$ cat src/rtl/lpht_pkg.sv
package lpht_pkg;

    // Field widths
    localparam int OPCODE_W = 2;
    localparam int KEY_W    = 31;
    localparam int STATUS_W = 3;
    localparam int POS_W    = 4;
    localparam int TAG_W    = 2;
    localparam int ENTRY_W  = TAG_W + KEY_W;

    // Remainder unit: key taken apart in 4-bit digits, most significant first
    localparam int DIGIT_W    = 4;
    localparam int KEY_DIGITS = 8;

    // Request codes
    localparam logic [OPCODE_W-1:0] OP_INSERT = 2'd0;
    localparam logic [OPCODE_W-1:0] OP_SEARCH = 2'd1;
    localparam logic [OPCODE_W-1:0] OP_DELETE = 2'd2;
    localparam logic [OPCODE_W-1:0] OP_NONE   = 2'd3;

    // Result codes
    localparam logic [STATUS_W-1:0] ST_INSERTED = 3'd0;
    localparam logic [STATUS_W-1:0] ST_FULL     = 3'd1;
    localparam logic [STATUS_W-1:0] ST_FOUND    = 3'd2;
    localparam logic [STATUS_W-1:0] ST_MISSING  = 3'd3;
    localparam logic [STATUS_W-1:0] ST_DELETED  = 3'd4;

    // Slot tags
    localparam logic [TAG_W-1:0] TAG_EMPTY = 2'd0;
    localparam logic [TAG_W-1:0] TAG_USED  = 2'd1;
    localparam logic [TAG_W-1:0] TAG_TOMB  = 2'd2;

endpackage

$ cat src/rtl/linear_probe_hash_table_top.sv
// Channel   Handshake              Payload            Item
// request   req_valid / req_ready  opcode, key        one insert, search or delete
// response  rsp_valid / rsp_ready  status, position   one result per request
//
// A request runs from acceptance through the 4-bit-per-step remainder unit, the
// home read issue and one probe per cycle through the single-read-port slot
// memory (P probes, P from 1 to TABLE_SLOTS) to the posting of the result;
// the next request is then taken in the idle state.
// After reset a clearing pass marks every slot empty.
// The finished result sits in an output register, so the next request is taken
// while it waits; a stalled response only holds the following result.
module linear_probe_hash_table_top
    import lpht_pkg::*;
#(
    parameter int TABLE_SLOTS = 16
) (
    input  logic                clk,
    input  logic                rst_n,
    input  logic                req_valid,
    output logic                req_ready,
    input  logic [OPCODE_W-1:0] opcode,
    input  logic [KEY_W-1:0]    key,
    output logic                rsp_valid,
    input  logic                rsp_ready,
    output logic [STATUS_W-1:0] status,
    output logic [POS_W-1:0]    position
);

    localparam int AW = $clog2(TABLE_SLOTS);
    localparam logic [AW-1:0] SLOT_LAST = AW'(TABLE_SLOTS - 1);

    typedef enum logic [4:0] {
        ST_CLEAR = 5'b00001,
        ST_IDLE  = 5'b00010,
        ST_MOD   = 5'b00100,
        ST_PROBE = 5'b01000,
        ST_HOLD  = 5'b10000
    } state_t;

    state_t                state_reg, state_next;
    logic [AW-1:0]         clr_reg, clr_next;
    logic [AW-1:0]         cur_reg, cur_next;
    logic [AW-1:0]         issue_reg, issue_next;
    logic [AW-1:0]         cnt_reg, cnt_next;
    logic [OPCODE_W-1:0]   op_reg, op_next;
    logic [KEY_W-1:0]      key_reg, key_next;
    logic [STATUS_W-1:0]   res_status_reg, res_status_next;
    logic [POS_W-1:0]      res_pos_reg, res_pos_next;
    logic                  rsp_valid_reg, rsp_valid_next;
    logic [STATUS_W-1:0]   rsp_status_reg, rsp_status_next;
    logic [POS_W-1:0]      rsp_pos_reg, rsp_pos_next;

    logic                  ram_we;
    logic [AW-1:0]         ram_waddr;
    logic [ENTRY_W-1:0]    ram_wdata;
    logic [AW-1:0]         ram_raddr;
    logic [ENTRY_W-1:0]    ram_rdata;
    logic [TAG_W-1:0]      rd_tag;
    logic [KEY_W-1:0]      rd_key;

    logic                  mod_start;
    logic                  mod_done;
    logic [AW-1:0]         mod_rem;
    logic                  finish;

    function automatic logic [AW-1:0] slot_after(input logic [AW-1:0] s);
        return (s == SLOT_LAST) ? '0 : s + 1'b1;
    endfunction

    lpht_mod #(
        .SLOTS(TABLE_SLOTS)
    ) u_mod (
        .clk  (clk),
        .rst_n(rst_n),
        .start(mod_start),
        .key  (key),
        .done (mod_done),
        .rem  (mod_rem)
    );

    lpht_ram #(
        .WIDTH(ENTRY_W),
        .DEPTH(TABLE_SLOTS)
    ) u_slots (
        .clk  (clk),
        .we   (ram_we),
        .waddr(ram_waddr),
        .wdata(ram_wdata),
        .raddr(ram_raddr),
        .rdata(ram_rdata)
    );

    assign rd_tag    = ram_rdata[ENTRY_W-1 -: TAG_W];
    assign rd_key    = ram_rdata[KEY_W-1:0];
    assign req_ready = (state_reg == ST_IDLE);
    assign mod_start = req_valid && req_ready && (opcode != OP_NONE);

    // Sequence clearing, remainder, probing and result hand-off
    always_comb
    begin
        state_next      = state_reg;
        clr_next        = clr_reg;
        cur_next        = cur_reg;
        issue_next      = issue_reg;
        cnt_next        = cnt_reg;
        op_next         = op_reg;
        key_next        = key_reg;
        res_status_next = res_status_reg;
        res_pos_next    = res_pos_reg;
        rsp_valid_next  = rsp_valid_reg && !rsp_ready;
        rsp_status_next = rsp_status_reg;
        rsp_pos_next    = rsp_pos_reg;
        ram_we          = 1'b0;
        ram_waddr       = cur_reg;
        ram_wdata       = {TAG_EMPTY, KEY_W'(0)};
        ram_raddr       = issue_reg;
        finish          = 1'b0;

        case (state_reg)
            ST_CLEAR:
            begin
                // Sweep every slot to empty
                ram_we    = 1'b1;
                ram_waddr = clr_reg;
                if (clr_reg == SLOT_LAST)
                begin
                    state_next = ST_IDLE;
                end
                else
                begin
                    clr_next = clr_reg + 1'b1;
                end
            end

            ST_IDLE:
            begin
                // Take the item; drop the unused code without a result
                if (req_valid)
                begin
                    op_next  = opcode;
                    key_next = key;
                    if (opcode != OP_NONE)
                    begin
                        state_next = ST_MOD;
                    end
                end
            end

            ST_MOD:
            begin
                // Issue the home slot read once the remainder is ready
                ram_raddr = mod_rem;
                if (mod_done)
                begin
                    cur_next   = mod_rem;
                    issue_next = slot_after(mod_rem);
                    cnt_next   = '0;
                    state_next = ST_PROBE;
                end
            end

            ST_PROBE:
            begin
                // Read ahead the following slot while checking the current one
                cur_next   = issue_reg;
                issue_next = slot_after(issue_reg);
                cnt_next   = cnt_reg + 1'b1;
                case (op_reg)
                    OP_INSERT:
                    begin
                        if (rd_tag != TAG_USED)
                        begin
                            ram_we          = 1'b1;
                            ram_wdata       = {TAG_USED, key_reg};
                            res_status_next = ST_INSERTED;
                            res_pos_next    = POS_W'(cur_reg);
                            finish          = 1'b1;
                        end
                        else if (cnt_reg == SLOT_LAST)
                        begin
                            res_status_next = ST_FULL;
                            res_pos_next    = '0;
                            finish          = 1'b1;
                        end
                    end
                    OP_SEARCH, OP_DELETE:
                    begin
                        if ((rd_tag == TAG_USED) && (rd_key == key_reg))
                        begin
                            res_pos_next = POS_W'(cur_reg);
                            if (op_reg == OP_DELETE)
                            begin
                                ram_we          = 1'b1;
                                ram_wdata       = {TAG_TOMB, rd_key};
                                res_status_next = ST_DELETED;
                            end
                            else
                            begin
                                res_status_next = ST_FOUND;
                            end
                            finish = 1'b1;
                        end
                        else if ((rd_tag == TAG_EMPTY) || (cnt_reg == SLOT_LAST))
                        begin
                            res_status_next = ST_MISSING;
                            res_pos_next    = '0;
                            finish          = 1'b1;
                        end
                    end
                    default:
                    begin
                        res_status_next = ST_MISSING;
                        res_pos_next    = '0;
                        finish          = 1'b1;
                    end
                endcase
                if (finish)
                begin
                    state_next = ST_HOLD;
                end
            end

            ST_HOLD:
            begin
                // Hand the result over once the output register is free
                if (!rsp_valid_reg || rsp_ready)
                begin
                    rsp_valid_next  = 1'b1;
                    rsp_status_next = res_status_reg;
                    rsp_pos_next    = res_pos_reg;
                    state_next      = ST_IDLE;
                end
            end

            default:
            begin
                state_next = ST_IDLE;
            end
        endcase
    end

    // Control registers
    always_ff @(posedge clk or negedge rst_n)
    begin
        if (!rst_n)
        begin
            state_reg     <= ST_CLEAR;
            clr_reg       <= '0;
            cnt_reg       <= '0;
            rsp_valid_reg <= 1'b0;
        end
        else
        begin
            state_reg     <= state_next;
            clr_reg       <= clr_next;
            cnt_reg       <= cnt_next;
            rsp_valid_reg <= rsp_valid_next;
        end
    end

    // Payload registers
    always_ff @(posedge clk)
    begin
        cur_reg        <= cur_next;
        issue_reg      <= issue_next;
        op_reg         <= op_next;
        key_reg        <= key_next;
        res_status_reg <= res_status_next;
        res_pos_reg    <= res_pos_next;
        rsp_status_reg <= rsp_status_next;
        rsp_pos_reg    <= rsp_pos_next;
    end

    assign rsp_valid = rsp_valid_reg;
    assign status    = rsp_status_reg;
    assign position  = rsp_pos_reg;

    // The remainder unit reports only while a request waits for its home slot
    assert property (@(posedge clk) disable iff (!rst_n)
        mod_done |-> (state_reg == ST_MOD))
        else $error("remainder done outside home slot wait");

    // A probe never runs past one full lap
    assert property (@(posedge clk) disable iff (!rst_n)
        (state_reg == ST_PROBE) |-> (cnt_reg <= SLOT_LAST))
        else $error("probe count beyond table size");

    // A slot write during probing ends the probe
    assert property (@(posedge clk) disable iff (!rst_n)
        (ram_we && (state_reg == ST_PROBE)) |=> (state_reg == ST_HOLD))
        else $error("probe continued after slot write");

    // Only defined result codes leave the block
    assert property (@(posedge clk) disable iff (!rst_n)
        rsp_valid |-> (status <= ST_DELETED))
        else $error("undefined result code");

endmodule

$ cat src/rtl/lpht_ram.sv
module lpht_ram #(
    parameter int WIDTH = 8,
    parameter int DEPTH = 16
) (
    input  logic                     clk,
    input  logic                     we,
    input  logic [$clog2(DEPTH)-1:0] waddr,
    input  logic [WIDTH-1:0]         wdata,
    input  logic [$clog2(DEPTH)-1:0] raddr,
    output logic [WIDTH-1:0]         rdata
);

    logic [WIDTH-1:0] mem [DEPTH];

    // Write one entry, read one entry with registered data
    always_ff @(posedge clk)
    begin
        if (we)
        begin
            mem[waddr] <= wdata;
        end
        rdata <= mem[raddr];
    end

endmodule

$ cat src/rtl/lpht_mod.sv
module lpht_mod
    import lpht_pkg::*;
#(
    parameter int SLOTS = 16
) (
    input  logic                     clk,
    input  logic                     rst_n,
    input  logic                     start,
    input  logic [KEY_W-1:0]         key,
    output logic                     done,
    output logic [$clog2(SLOTS)-1:0] rem
);

    localparam int AW  = $clog2(SLOTS);
    localparam int PW  = AW + DIGIT_W;
    localparam int SHW = KEY_DIGITS * DIGIT_W;
    localparam int SW  = $clog2(KEY_DIGITS);
    localparam logic [SW-1:0] STEP_LAST = SW'(KEY_DIGITS - 1);

    logic           busy_reg;
    logic           done_reg;
    logic [SW-1:0]  step_reg;
    logic [SHW-1:0] shift_reg;
    logic [AW-1:0]  rem_reg;

    logic [PW-1:0]  part;
    logic [PW-1:0]  sub;
    logic [AW-1:0]  rem_step;

    // Append the next digit and pull the partial value back below SLOTS
    always_comb
    begin
        part = {rem_reg, shift_reg[SHW-1 -: DIGIT_W]};
        sub  = '0;
        for (int k = 1; k < (1 << DIGIT_W); k++)
        begin
            if (part >= PW'(k * SLOTS))
            begin
                sub = PW'(k * SLOTS);
            end
        end
        rem_step = AW'(part - sub);
    end

    // Step through the key one digit per cycle
    always_ff @(posedge clk or negedge rst_n)
    begin
        if (!rst_n)
        begin
            busy_reg  <= 1'b0;
            done_reg  <= 1'b0;
            step_reg  <= '0;
            shift_reg <= '0;
            rem_reg   <= '0;
        end
        else if (start)
        begin
            busy_reg  <= 1'b1;
            done_reg  <= 1'b0;
            step_reg  <= '0;
            shift_reg <= SHW'(key);
            rem_reg   <= '0;
        end
        else if (busy_reg)
        begin
            rem_reg   <= rem_step;
            shift_reg <= shift_reg << DIGIT_W;
            step_reg  <= step_reg + 1'b1;
            if (step_reg == STEP_LAST)
            begin
                busy_reg <= 1'b0;
                done_reg <= 1'b1;
            end
        end
        else
        begin
            done_reg <= 1'b0;
        end
    end

    assign done = done_reg;
    assign rem  = rem_reg;

endmodule

$ cat config.mk
export PLATFORM = sky130hd
export DESIGN_NAME = linear_probe_hash_table_top
export DESIGN_NICKNAME = d
export VERILOG_FILES = /design/src/rtl/lpht_pkg.sv /design/src/rtl/linear_probe_hash_table_top.sv /design/src/rtl/lpht_ram.sv /design/src/rtl/lpht_mod.sv
export SDC_FILE = /design/constraint.sdc
export NUM_CORES = 1
export LEC_CHECK = 0
export ABC_AREA = 0
export ABC_CLOCK_PERIOD_IN_PS = 4700
export BUFFER_PORTS_ARGS = -buffer_cell sky130_fd_sc_hd__buf_2
export CORE_ASPECT_RATIO = 1.4
export CORE_UTILIZATION = 60
export DETAILED_ROUTE_END_ITERATION = 16
export PLACE_DENSITY_LB_ADDON = 0.08
export SYNTH_ARGS = -nofsm -noshare
export SYNTH_HDL_FRONTEND = slang
export SYNTH_SLANG_ARGS = --single-unit
$ cat constraint.sdc
create_clock -name clk -period 4.7 [get_ports clk]
set_clock_uncertainty 0.2 [all_clocks]
set_input_delay 0.705 -clock clk [delete_from_list [all_inputs] [get_ports clk]]
set_output_delay 0.705 -clock clk [all_outputs]
set_load 0.005 [all_outputs]
==> impl_metrics.yaml <==
yosys:
  synth_area_per_cell_um2: 14.4
  synth-seq-cells: 671
  yosys.area.top_type: "edfxtp_1"
  seq_area_frac_synth: 0.732
  syn-num-nets: 1895
  async_flop_share: 0.0820
  synth_warnings: 0
  ys.flop_type: "edfxtp_1"
  synth_cells: 1849
  synth_area_um2: 26700
  synth_cell_types: 58
  netlist_top_cells_area: "edfxtp_1 (66%), dfrtp_1 (5.1%), nand2_1 (4.1%), dfxtp_1 (2.5%), nand3_1 (2.0%)"
  synth-edff-count: 583
  synth_most_common_cell: "edfxtp_1"
  yosysTopAreaCellShare: 0.656
  synthTopCellsByCount: "edfxtp_1 (583), nand2_1 (293), nand3_1 (109)"
critical_path:
  slowest_delay_ns: 1.03
  r2r_start: "state_reg[0]$_DFFE_PN1P_"
  worst_ep_arrival_time_ns: 4.24
  start_kind: "register"
  cp_max_fo: 26
  r2r-end: "u_slots.rdata[8]$_DFF_P_"
  cp.required_ns: 5.06
  rrSetupSlack_ns: 0.82
  critPathBufInv: 1
  rr_worst_depth: 7
  crit_path_end_kind: "register"
  path_class: "register to register"
  crit_path_top_delay_cell: "mux2i_4"
  crit_chain: "or3_1 -> or2_1 -> mux2i_4 -> buf_12 -> a211oi_1 -> o32ai_1 -> a41o_1"
  path_delay_family: "simple AND/OR/NAND/NOR gates"
floorplan:
  dieWidth_um: 180
  fp-row-count: 91
  die_h_um: 252
  pin_count: 46
  core_um2: 43900
  fp.dieArea_um2: 45400
  initial_core_util: 0.608
global_routing:
  busiest_layer: "met2"
  grt_first_pass_wirelength_um: 106000
  grt_use_met2: 0.543
  overflow: 0
  antenna_found_initial: 0
  gr-usage-met1: 0.418
  grtUsageMet3: 0.0384
  grtUsageTotal: 0.323
  grt_start_max_net_pins: 81
  grt_pass1_vias: 16200
clocking:
  cts_made_buffers: 59
  hold_buffers: 0
  cts_resized: 0
  cts_tree: "built"
  clkTransAtPathRegs_ns: 0.07
  numClockSinks: 671
  clockRootBuffer: "clkbuf_16"
  clockBufferDepth: 3
  postCtsSetupBuffers: 0
  htree_levels: 2
  clock_latency_ns: 0.62
worst_hold_path:
  worstHoldPathType: "input pin to asynchronous set/reset pin"
detailed_routing:
  drtPass1Iterations: 5
  avgViaCountPerCell: 6.65
  remaining_drc_errors: 0
  routedWlPerCell_um: 29.0
  wl_um: 72700
  drtIter0Drc: 1618
  via_count: 16700
  postRouteAntennaNets: 0
placed_design:
  dp_hpwl_um: 41700
  gp_congestion: 0.876
  dp.cells: 2394
  place_ws_ns: 0.857
  dpl_cell_area_um2: 27900
  numPortBuffers: 45
timing:
  tightest_slew_ns: 1.23
  setup_viol: 0
  max_freq_mhz: 258
  rsz0062_at_grt: "false"
  hold_viol_final: 0
  tns_ns: 0
  relSlewSlack: 0.172
  drv_slew: 0
  fin_crit_ns: 3.88
  fin_crit_sh: 0.826
  layout_setup_ws_ns: 0.819
  holdWs_ns: 0.0217
layout:
  synthToLayoutAreaGrowth_pct: 11.8
  finalInstanceArea_um2: 29800
  final_layout_size_suffix_gt1_frac: 0.122
  largest_reg_flops: 528
  regArea_um2: 19500
  fin_util: 0.679
  multi_input_area_um2: 6750
  fin_cells: 2504
  fillCellCount: 3072
  n_antenna_cell: 0
  nNetsFinal: 1943
power_and_ir_drop:
  ir_drop_mv: 0.406
  power_density_nw_per_um2: 491
  p_leak_nw: 9.73
  total_power_mw: 14.7
flow_run:
  cap_viol_max_count: 0
status:
  status: "completed"
[final cells by class]
| class | count | share of cell area |
|---|---|---|
| Timing Repair Buffer | 113 | 0.0297 |
| Inverter | 12 | 0.00151 |
| Tap cell | 558 | 0.0234 |
| Clock inverter | 31 | 0.0106 |
| Multi-Input combinational cell | 1040 | 0.226 |
| Clock buffer | 79 | 0.0540 |
| Sequential cell | 671 | 0.655 |
[per-layer routing]
metal / vias up / routed length [um] / part of all wire
li1: 7290 / - / -
met1: 8386 / 27900 / 0.38
met2: 804 / 36000 / 0.50
met3: 184 / 4920 / 0.068
met4: 0 / 3810 / 0.052
met5: - / 0 / 0
[cell families (layout without fill, tap and decap cells)]
family / after synthesis / in the layout / synth area share
flip-flops: 671 / 671 / 0.732
AND/OR/NAND/NOR: 563 / 563 / 0.0977
AO/OA/AOI/OAI: 378 / 378 / 0.108
buffers and inverters: 138 / 235 / 0.0251
multiplexers: 53 / 53 / 0.0210
XOR/XNOR: 37 / 37 / 0.0121
adder cells (fa/ha/maj): 9 / 9 / 0.00422
[cells in the final DEF (no fill, tap or decap), drive strengths merged, types with 23 or more instances in the layout]
cell,instances
dfxtp,33
a41o,33
a21oi,26
a22o,34
buf,113
a211oi,66
o22ai,33
mux2i,52
nand2,294
nand3,109
o21ai,48
and3,72
clkbuf,79
edfxtp,583
dfrtp,54
o221ai,33
a31oi,27
nor2b,23
o32ai,34
xnor2,34
[worst max path at each step]
stage	endpoint	startpoint	cells past startpoint	slack, ns
after CTS	u_slots.rdata[13]$_DFF_P_	state_reg[0]$_DFFE_PN1P_	7	0.83
after detailed placement	u_slots.rdata[8]$_DFF_P_	state_reg[0]$_DFFE_PN1P_	7	0.86
after floorplan	u_slots.mem[0][0]$_DFFE_PP_	state_reg[3]$_DFFE_PN0P_	5	0.64
after global routing	u_slots.rdata[29]$_DFF_P_	state_reg[0]$_DFFE_PN1P_	7	0.64
after global placement	u_slots.rdata[23]$_DFF_P_	state_reg[0]$_DFFE_PN1P_	7	0.96
final	u_slots.rdata[8]$_DFF_P_	state_reg[0]$_DFFE_PN1P_	7	0.82
[power breakdown]
group | internal, mW | leakage [nW] | switching, mW
sequential | 6.80 | 5.41 | 0.488
clock | 2.69 | 0.933 | 2.13
combinational | 0.965 | 3.39 | 1.58
Note: power is estimated with default switching activity, not from simulation.
